--- config.mk ---
export PLATFORM = sky130hd
export DESIGN_NAME = scis_front
export DESIGN_NICKNAME = d
export VERILOG_FILES = /design/src/hdl/scis_pkg.sv /design/src/hdl/scis_front.sv
export SDC_FILE = /design/constraint.sdc
export NUM_CORES = 1
export LEC_CHECK = 0
export BUFFER_PORTS_ARGS = -buffer_cell sky130_fd_sc_hd__buf_2
export CAP_MARGIN = 20
export CORE_MARGIN = 4
export CORE_UTILIZATION = 30
export DETAILED_ROUTE_END_ITERATION = 8
export REMOVE_ABC_BUFFERS = 1
export SLEW_MARGIN = 20
export SYNTH_ARGS = -nofsm -noshare
export SYNTH_HDL_FRONTEND = slang
export SYNTH_SLANG_ARGS = --single-unit
--- constraint.sdc ---
create_clock -name clk_i -period 9.9 [get_ports clk_i]
set_input_delay 0.99 -clock clk_i [delete_from_list [all_inputs] [get_ports clk_i]]
set_output_delay 0.99 -clock clk_i [all_outputs]
set_load 0.05 [all_outputs]
--- src/hdl/scis_pkg.sv ---
`timescale 1ns / 1ps
`default_nettype none
package scis_pkg;

  localparam int unsigned MemWords = 4096;
  localparam int unsigned MemAw    = $clog2(MemWords);
  localparam int unsigned QDepth   = 2;

  typedef enum logic [1:0] {
    REQ_EXEC  = 2'd0,
    REQ_WRITE = 2'd1,
    REQ_READ  = 2'd2,
    REQ_START = 2'd3
  } req_e;

  typedef struct packed {
    req_e        req;
    logic [31:0] addr;
    logic [31:0] wdata;
  } cmd_t;

  typedef enum logic [3:0] {
    ST_IDLE,
    ST_FETCH,
    ST_DEC,
    ST_RD1,
    ST_RD2,
    ST_RD3,
    ST_EXEC,
    ST_TOS,
    ST_TOS_W,
    ST_OUT
  } state_e;

  localparam logic [6:0] ImmMask    = 7'h7F;
  localparam logic [7:0] ImmBit     = 8'h80;
  localparam logic [4:0] OffMask    = 5'h1F;
  localparam logic [4:0] OffFlip    = 5'h10;
  localparam logic [3:0] AddspMask  = 4'hF;
  localparam int unsigned EmuStride = 32;

  localparam logic [7:0] OpPushsp = 8'h02;
  localparam logic [7:0] OpPoppc  = 8'h04;
  localparam logic [7:0] OpAdd    = 8'h05;
  localparam logic [7:0] OpAnd    = 8'h06;
  localparam logic [7:0] OpOr     = 8'h07;
  localparam logic [7:0] OpLoad   = 8'h08;
  localparam logic [7:0] OpNot    = 8'h09;
  localparam logic [7:0] OpFlip   = 8'h0A;
  localparam logic [7:0] OpNop    = 8'h0B;
  localparam logic [7:0] OpStore  = 8'h0C;
  localparam logic [7:0] OpPopsp  = 8'h0D;

  function automatic logic in_range(input logic [31:0] a);
    return ({32'd0, a} < (64'(MemWords) * 64'd4));
  endfunction

  function automatic logic [31:0] rev32(input logic [31:0] v);
    logic [31:0] r;
    for (int i = 0; i < 32; i++) r[i] = v[31-i];
    return r;
  endfunction

endpackage
`default_nettype wire

--- src/hdl/scis_front.sv ---
`timescale 1ns / 1ps
`default_nettype none
module scis_front (
  input  wire logic          clk_i,
  input  wire logic          rst_ni,
  input  wire logic          in_valid_i,
  output logic               in_ready_o,
  input  wire scis_pkg::cmd_t in_cmd_i,
  output logic               q_valid_o,
  input  wire logic          q_pop_i,
  output scis_pkg::cmd_t     q_cmd_o
);
  import scis_pkg::*;

  // two-entry FIFO between request intake and the executor
  cmd_t     buf_q [QDepth];
  logic     wp_q, rp_q;
  logic [1:0] cnt_q;
  logic push, pop;

  assign in_ready_o = (cnt_q != 2'(QDepth));
  assign push       = in_valid_i && in_ready_o;
  assign q_valid_o  = (cnt_q != 2'd0);
  assign pop        = q_pop_i && q_valid_o;
  assign q_cmd_o    = buf_q[rp_q];

  always_ff @(posedge clk_i) begin
    if (push) buf_q[wp_q] <= in_cmd_i;
  end

  always_ff @(posedge clk_i or negedge rst_ni) begin
    if (!rst_ni) begin
      wp_q  <= 1'b0;
      rp_q  <= 1'b0;
      cnt_q <= 2'd0;
    end else begin
      if (push) wp_q <= ~wp_q;
      if (pop)  rp_q <= ~rp_q;
      cnt_q <= cnt_q + 2'(push) - 2'(pop);
    end
  end
endmodule
`default_nettype wire

# [After elaboration in Yosys (flattened, before gate mapping)]
# Memory sizes are Yosys's and may differ from the RTL's.
# Index checks and enable logic that the tools add are counted.
[classes] n_addsub=2 multipliers=0 div_mod_pow=0 n_lt_le_gt_ge=0 n_eq_ne=1 shift=0 muxes=2 n_bitwise=2 reduce_logical=3
[op_table] operator="$add A2 B1 Y2" n=1
[op_table] operator="$logic_and A1 B1 Y1" n=2
[op_table] operator="$mux W1" n=2
[op_table] operator="$ne A2 B2 Y1 const B" n=1
[op_table] operator="$not A1 Y1" n=2
[op_table] operator="$reduce_bool A2 Y1" n=1
[op_table] operator="$sub A2 B1 Y2" n=1
[totals] regBits=4 latch_bits=0 ram_bits=132 rom_bits=0 out_inout_bits=68 elab_cells=14 memories=1
[memory_table] name="buf_q" words=2 width=66 read_ports=1 rd_ports_with_merged_regs=0 wr=1 line="scis_front.sv:16" source="cmd_t buf_q [QDepth];"

# [Depth between registers and ports, before layout]
# Gate-level depths: netlist of run 1.
[logic_depth] ltp_word=4 depth_mapped=7 mapped_depth_nobuf=7

# [Worst setup path after synthesis of run 1]
# No wires, ideal clock.
[synth_timing] path_type="input -> register" start="in in_valid_i" end="mem buf_q[0][0] (netlist name), enable pin" setup_time_ns=0.491 t_arrival_ns=3.867 required_ns=9.409 slack_ns=5.542 cell_stages=2 cell_sequence="nand2_1 nor2_1"
[synth_via] elab_chain_len=3
[synth_rtl] element="start, declared" line="scis_front.sv:6" source="input wire logic in_valid_i,"
[synth_rtl] element="$logic_and A1 B1 Y1" line="scis_front.sv:22" source="assign push = in_valid_i && in_ready_o;"
[synth_rtl] element="$mux W1" line="scis_front.sv:28" source="if (push) buf_q[wp_q] <= in_cmd_i;"
[synth_rtl] element="$mux W1 (implied by the code)" line="scis_front.sv:28"
[synth_rtl] element="end, declared" line="scis_front.sv:16"
# Every way passes these cells.

==> out/qor.yml, run 1 <==
max_slew.worst_pin.slew_ps: 1100
clk_path_buf_depth: 2
r2r_slack_ps: 7640
routabilityCongestion: 0.681
avgSynthCellArea_um2: 22.8
die_h_um: 138
syn_inst: 222
endpoint_kind: "output pin"
initial_core_util_pct: 30.6
firstDrtPassIters: 4
ir_drop_v: 0.000408
path_clk_slew_ps: 60
status: "finished clean"
grt_pass1_vias: 2789
root_buffer: "clkbuf_16"
grt_pass1_wl_um: 14600
finalNetCount: 444
p_per_area_mw_per_mm2: 372
insertedDiodeCount: 0
clk_latency_ps: 410
final_antenna_net_count: 0
cts_made_buffers: 17
drc: 0
routed_wirelength_um: 9060
holdCritPathClass: "primary input to asynchronous set/reset pin"
reg2regPathDepth: 4
slew_viol_final: 0
path_max_fanout: 67
slew_headroom_pct: 26.5
cap_violations: 0
rr_startpoint: "cnt_q[0]"
synth_seq_cells: 136
syn_area_mm2: 0.00507
critPathTopFamily: "flip-flops"
rows: 47
cts_sinks: 136
ys_warn_count: 0
setup_violations: 0
antenna_found_initial: 0
synth.distinct_cells: 17
finClkSkew_ps: 9.23
cp-start-kind: "register"
ys_seq_area_share_pct: 80.1
cts_setup_buffers: 0
crit_chain: "mux2_2, buf_2"
timing.final.crit_share_pct: 32.9
first_iter_violations: 81
cp.arrival_ps: 2270
grt_max_degree: 68
track_usage_pct: 9.86
finalCoreUtilization_pct: 40.1
crit_type: "register to output pin"
syn2layout_area_growth_pct: 31.2
drive_gt1_share_pct: 61.0
cts_tree: "done"
vias_per_cell: 4.16
finalHoldViolations: 0
tns_ps: 0
layout_min_cycle_time_ps: 3260
ctsHoldBuffers: 0
cts_resized: 0
routed-via-count: 2519
dp_hpwl_um: 5820
r2r-end: "buf_q[0][35]"
p_leak_nw: 2.57
grt_overflow: 0
grt_setup_unrepaired: "false"
multi_input_area_um2: 961
n_fill_cell: 1556
max_freq_mhz: 307
cpMaxStageDelayCell: "dfrtp_4"
die_w_um: 138
core_area_mm2: 0.0166
io_buffers: 137
critPathMaxStageDelay_ps: 1150
htree_levels: 4
worst_ep_required_time_ps: 8910
path_buf_inv: 1
io_pins: 138
die-area_mm2: 0.0191
wire_per_inst_um: 15.0
regArea_mm2: 0.00407
## cell usage in the layout (no fill, tap or decap)
cell type	n
and2_1	1
and3_4	1
buf_2	137
buf_4	1
bufinv_16	6
clkbuf_16	17
clkinv_1	4
clkinv_2	2
clkinv_4	1
clkinvlp_4	1
dfrtp_1	3
dfrtp_4	1
edfxtp_1	132
ha_1	2
inv_1	1
inv_6	1
mux2_2	36
mux2_4	30
nand2_1	1
nand2b_1	1
nor2_4	1
or2_1	1
xnor2_1	3
xor2_1	1
## flip-flops by register name, indices dropped and copies added (netlist names)
signal	flops
rp_q	1
buf_q	132
wp_q	1
cnt_q	2
## metrics by stage
step	total power, mW	setup WS (ps)	instance area, um2	cells	hold WS, ps
final	2.47	6640	6660	605	375
after global routing	2.59	6530	6660	605	356
after CTS	2.51	6590	6660	605	348
after detailed placement	1.81	7020	6000	573	519
after global placement	1.80	7070	6000	573	496
after floorplan	1.62	5540	5020	215	461
## layer usage
metal	up-vias	track usage [%]	share of wire [%]
met5	-	0	0
met1	1239	11.0	41
met2	88	16.4	51
met4	0	4.52	1.4
met3	8	4.18	6.7
li1	1184	-	-
## power by group
group / total, mW / internal, mW / switching, mW
logic: 0.895 / 0.278 / 0.618
clock network: 0.695 / 0.469 / 0.227
registers: 0.884 / 0.790 / 0.0945
## layout make-up
class                   instances  area share (%)
flip-flops and latches        136            61.1
multi-input cells              78            14.4
repair buffers                138            10.4
clock buffers                  17            6.39
well taps                     220            4.14
clock inverters                15            3.46
inverters                       1          0.0564
## cell usage after synthesis
library cell  count  area share (%)
edfxtp_1        132              78
mux2_2           36             8.0
mux2_4           30             8.9
dfrtp_1           4             2.0
buf_2             3            0.30
buf_6             3            0.67
xnor2_1           3            0.52
ha_1              2            0.49
and2_1            1            0.12
and3_1            1            0.12
buf_4             1            0.15
inv_1             1           0.074
nand2_1           1           0.074
nand2b_1          1            0.12
nor2_1            1           0.074
or2_1             1            0.12
xor2_1            1            0.17
## worst reg2reg max path: stages, from the launching register on
cell and delay (ps):
dfrtp_1 370, nand2b_1 150, nand2_1 150, nor2_4 570, buf_4 620
## kinds of logic (layout without fill, tap and decap cells)
family	after synthesis	after routing	synth area share [%]
fa+ha+maj	2	2	0.493
simple gates	6	6	0.642
xor+xnor	4	4	0.691
buf+inv	8	171	1.18
mux	66	66	16.9
flops	136	136	80.1
## worst max path at each step
stage	slack (ps)	cells past startpoint	startpoint	to
after global placement	7070	4	in_valid_i	buf_q[0][43]
after global routing	6530	2	rp_q	q_cmd_o[8]
after detailed placement	7020	4	in_valid_i	buf_q[0][31]
after floorplan	5540	2	in_valid_i	buf_q[0][0]
after CTS	6590	2	rp_q	q_cmd_o[8]
final	6640	2	rp_q	q_cmd_o[8]
No activity file was read; power rests on OpenSTA's default activity.
==> run 2, diff against run 1 <==
--- a/config.mk
+++ b/config.mk
@@ -5,6 +5,7 @@
 export SDC_FILE = /design/constraint.sdc
 export NUM_CORES = 1
 export LEC_CHECK = 0
+export ABC_AREA = 1
 export BUFFER_PORTS_ARGS = -buffer_cell sky130_fd_sc_hd__buf_2
 export CAP_MARGIN = 20
 export CORE_MARGIN = 4
==> constraint.sdc (replaced) <==
create_clock -name clk_i -period 2.99 [get_ports clk_i]
set_input_delay 0.299 -clock clk_i [delete_from_list [all_inputs] [get_ports clk_i]]
set_output_delay 0.299 -clock clk_i [all_outputs]
set_load 0.05 [all_outputs]
==> run 2 against run 1 <==
Clock skew decreased by 4.3 ps. Sequential power rose to 3.1 times the previous value. Power rose to 3.3 times the previous value. Die area shrank 0.51%.
==> out/qor.yml, run 2 <==
status: "finished clean"
path_max_fanout: 38
core_area_mm2: 0.0165
cp_common_cell: "nand2_1"
finalNetCount: 596
pre_cts_ws_ps: 1120
track_usage_pct: 11.5
synth_seq_cells: 136
p_leak_nw: 2.84
cts_sinks: 136
holdCritPathClass: "primary input to register"
r2r_slack_ps: 1170
wire_per_inst_um: 14.2
grt_setup_unrepaired: "false"
crit_type: "register to output pin"
setup_violations: 0
switching_share_pct: 44.6
vias_per_cell: 4.15
max_freq_mhz: 445
routed_wirelength_um: 10700
drc: 0
grt_overflow: 0
critPathMaxStageDelay_ps: 400
cpMaxStageDelayCell: "dfrtp_2"
slew_headroom_pct: 50.9
cts_setup_buffers: 0
n_fill_cell: 1582
grt_max_degree: 68
cp.arrival_ps: 1950
critPathTopFamily: "buffers and inverters"
timing.final.crit_share_pct: 75.2
r2r-end: "buf_q[0][51]"
use_met2_pct: 19.3
dp_hpwl_um: 6990
io_buffers: 137
cts_made_buffers: 17
slew_viol_final: 0
p_int_mw: 4.57
async_reset_ff_share_pct: 2.94
path_clk_slew_ps: 60
yosys.area.top_type_share_pct: 78.6
pwr-share-comb_pct: 41.8
die_h_um: 138
layout_common_cells: "nand2_1, buf_2, edfxtp_1"
hold_depth: 1
crit_chain: "inv_2, buf_12, nand2_1, nand2_1, buf_2"
htree_levels: 4
path_buf_inv: 3
min_from: "in_cmd_i[53]"
clkPwrFrac_pct: 25.5
ctsHoldBuffers: 1
top_register: "buf_q"
drive_gt1_share_pct: 33.1
syn_area_mm2: 0.00504
final_common_cell: "nand2_1"
die-area_mm2: 0.0190
synth.distinct_cells: 11
p_seq_share_pct: 32.7
finalHoldViolations: 0
io_pins: 138
grt_pass1_wl_um: 16000
switchingPower_mw: 3.67
rows: 47
multi_input_area_um2: 843
reg2regPathDepth: 4
synth_top_area_cell: "edfxtp_1"
clk_latency_ps: 420
cts_tree: "done"
worst_ep_required_time_ps: 2690
die_w_um: 138
firstDrtPassIters: 4
synthFlopType: "edfxtp_1"
routabilityCongestion: 0.725
top_regs: "buf_q: 132 flops, cnt_q: 2 flops"
max_slew.worst_pin.slew_ps: 735
finClkSkew_ps: 4.95
layout_min_cycle_time_ps: 2250
endpoint_kind: "output pin"
clk_path_buf_depth: 2
synth-edff-count: 132
setup_ws_ps: 742
rr_startpoint: "wp_q"
routed-via-count: 3142
initial_core_util_pct: 30.5
syn_inst: 377
yosysMostFrequentCell: "nand2_1"
regArea_mm2: 0.00407
ys_warn_count: 0
largest_reg_flops: 132
use_met3_pct: 4.89
holdPathEnd: "buf_q[1][53]"
root_buffer: "clkbuf_16"
use_met1_pct: 13.1
busiest_layer: "met2"
cts_resized: 0
ir_drop_v: 0.000513
p_per_area_mw_per_mm2: 1250
netlist_top_cells_area: "edfxtp_1, nand2_1, dfrtp_1, buf_6, buf_2"
cap_violations: 0
insertedDiodeCount: 0
tns_ps: 0
avgSynthCellArea_um2: 13.4
cp-start-kind: "register"
synth_common_cells: "nand2_1, edfxtp_1, buf_2, inv_1, buf_6"
antenna_found_initial: 0
grt_pass1_vias: 3143
final_antenna_net_count: 0
syn2layout_area_growth_pct: 30.4
ys_seq_area_share_pct: 80.6
first_iter_violations: 125
==> run 2: area by class of cell <==
class	instances	share of cell area [%]
clock buffers	17	6.47
clock inverters	15	2.70
inverters	9	0.514
multi-input cells	217	12.8
flip-flops and latches	136	61.8
well taps	220	4.18
repair buffers	143	11.5
==> run 2: metal layers <==
metal  routed length (um)  vias up
li1                     -     1560
met1                 4350     1464
met2                 5430      101
met3                  806       17
met4                  153        0
met5                    0        -
==> run 2: cells by family after synthesis <==
| family | after synthesis | share of synthesized area, % |
|---|---|---|
| flops | 136 | 80.6 |
| simple gates | 215 | 16.1 |
| fa+ha+maj | 2 | 0.496 |
| buf+inv | 24 | 2.88 |
==> run 2: how the worst max path moves through the flow <==
stage | start | end | slack, ps | depth (start not counted)
6_report | rp_q | q_cmd_o[58] | 740 | 5
3_5_place_dp | rp_q | q_cmd_o[58] | 1120 | 5
3_3_place_gp | rp_q | q_cmd_o[46] | 1150 | 5
4_1_cts | rp_q | q_cmd_o[58] | 650 | 5
5_1_grt | rp_q | q_cmd_o[58] | 560 | 5
2_1_floorplan | cnt_q[1] | buf_q[1][0] | -1210 | 3
==> run 2: per-stage QoR <==
step | instance area, um2 | std cells | power (mW) | hold slack (ps) | utilization [%]
floorplan | 4930 | 362 | 5.32 | 3.41 | -
global placement | 5970 | 724 | 6.22 | 120 | 36.1
detailed placement | 5970 | 724 | 6.26 | 122 | 36.1
CTS | 6580 | 757 | 8.40 | 42.8 | 39.8
global route | 6580 | 757 | 8.71 | 42.5 | 39.8
finish | 6580 | 757 | 8.24 | 69.3 | 39.8
==> run 2: worst register-to-register path, stage by stage (launching register included) <==
cell     delay, ps
dfrtp_1        370
inv_1          110
nand3_1        120
inv_2          550
buf_12         330
==> run 2: power by group through the flow <==
stage	clock network, mW	registers (mW)	logic, mW
3_3_place_gp	0	2.73	3.49
2_1_floorplan	0	2.83	2.49
3_5_place_dp	0	2.74	3.52
5_1_grt	2.27	2.73	3.71
6_report	2.10	2.70	3.44
4_1_cts	2.17	2.70	3.52
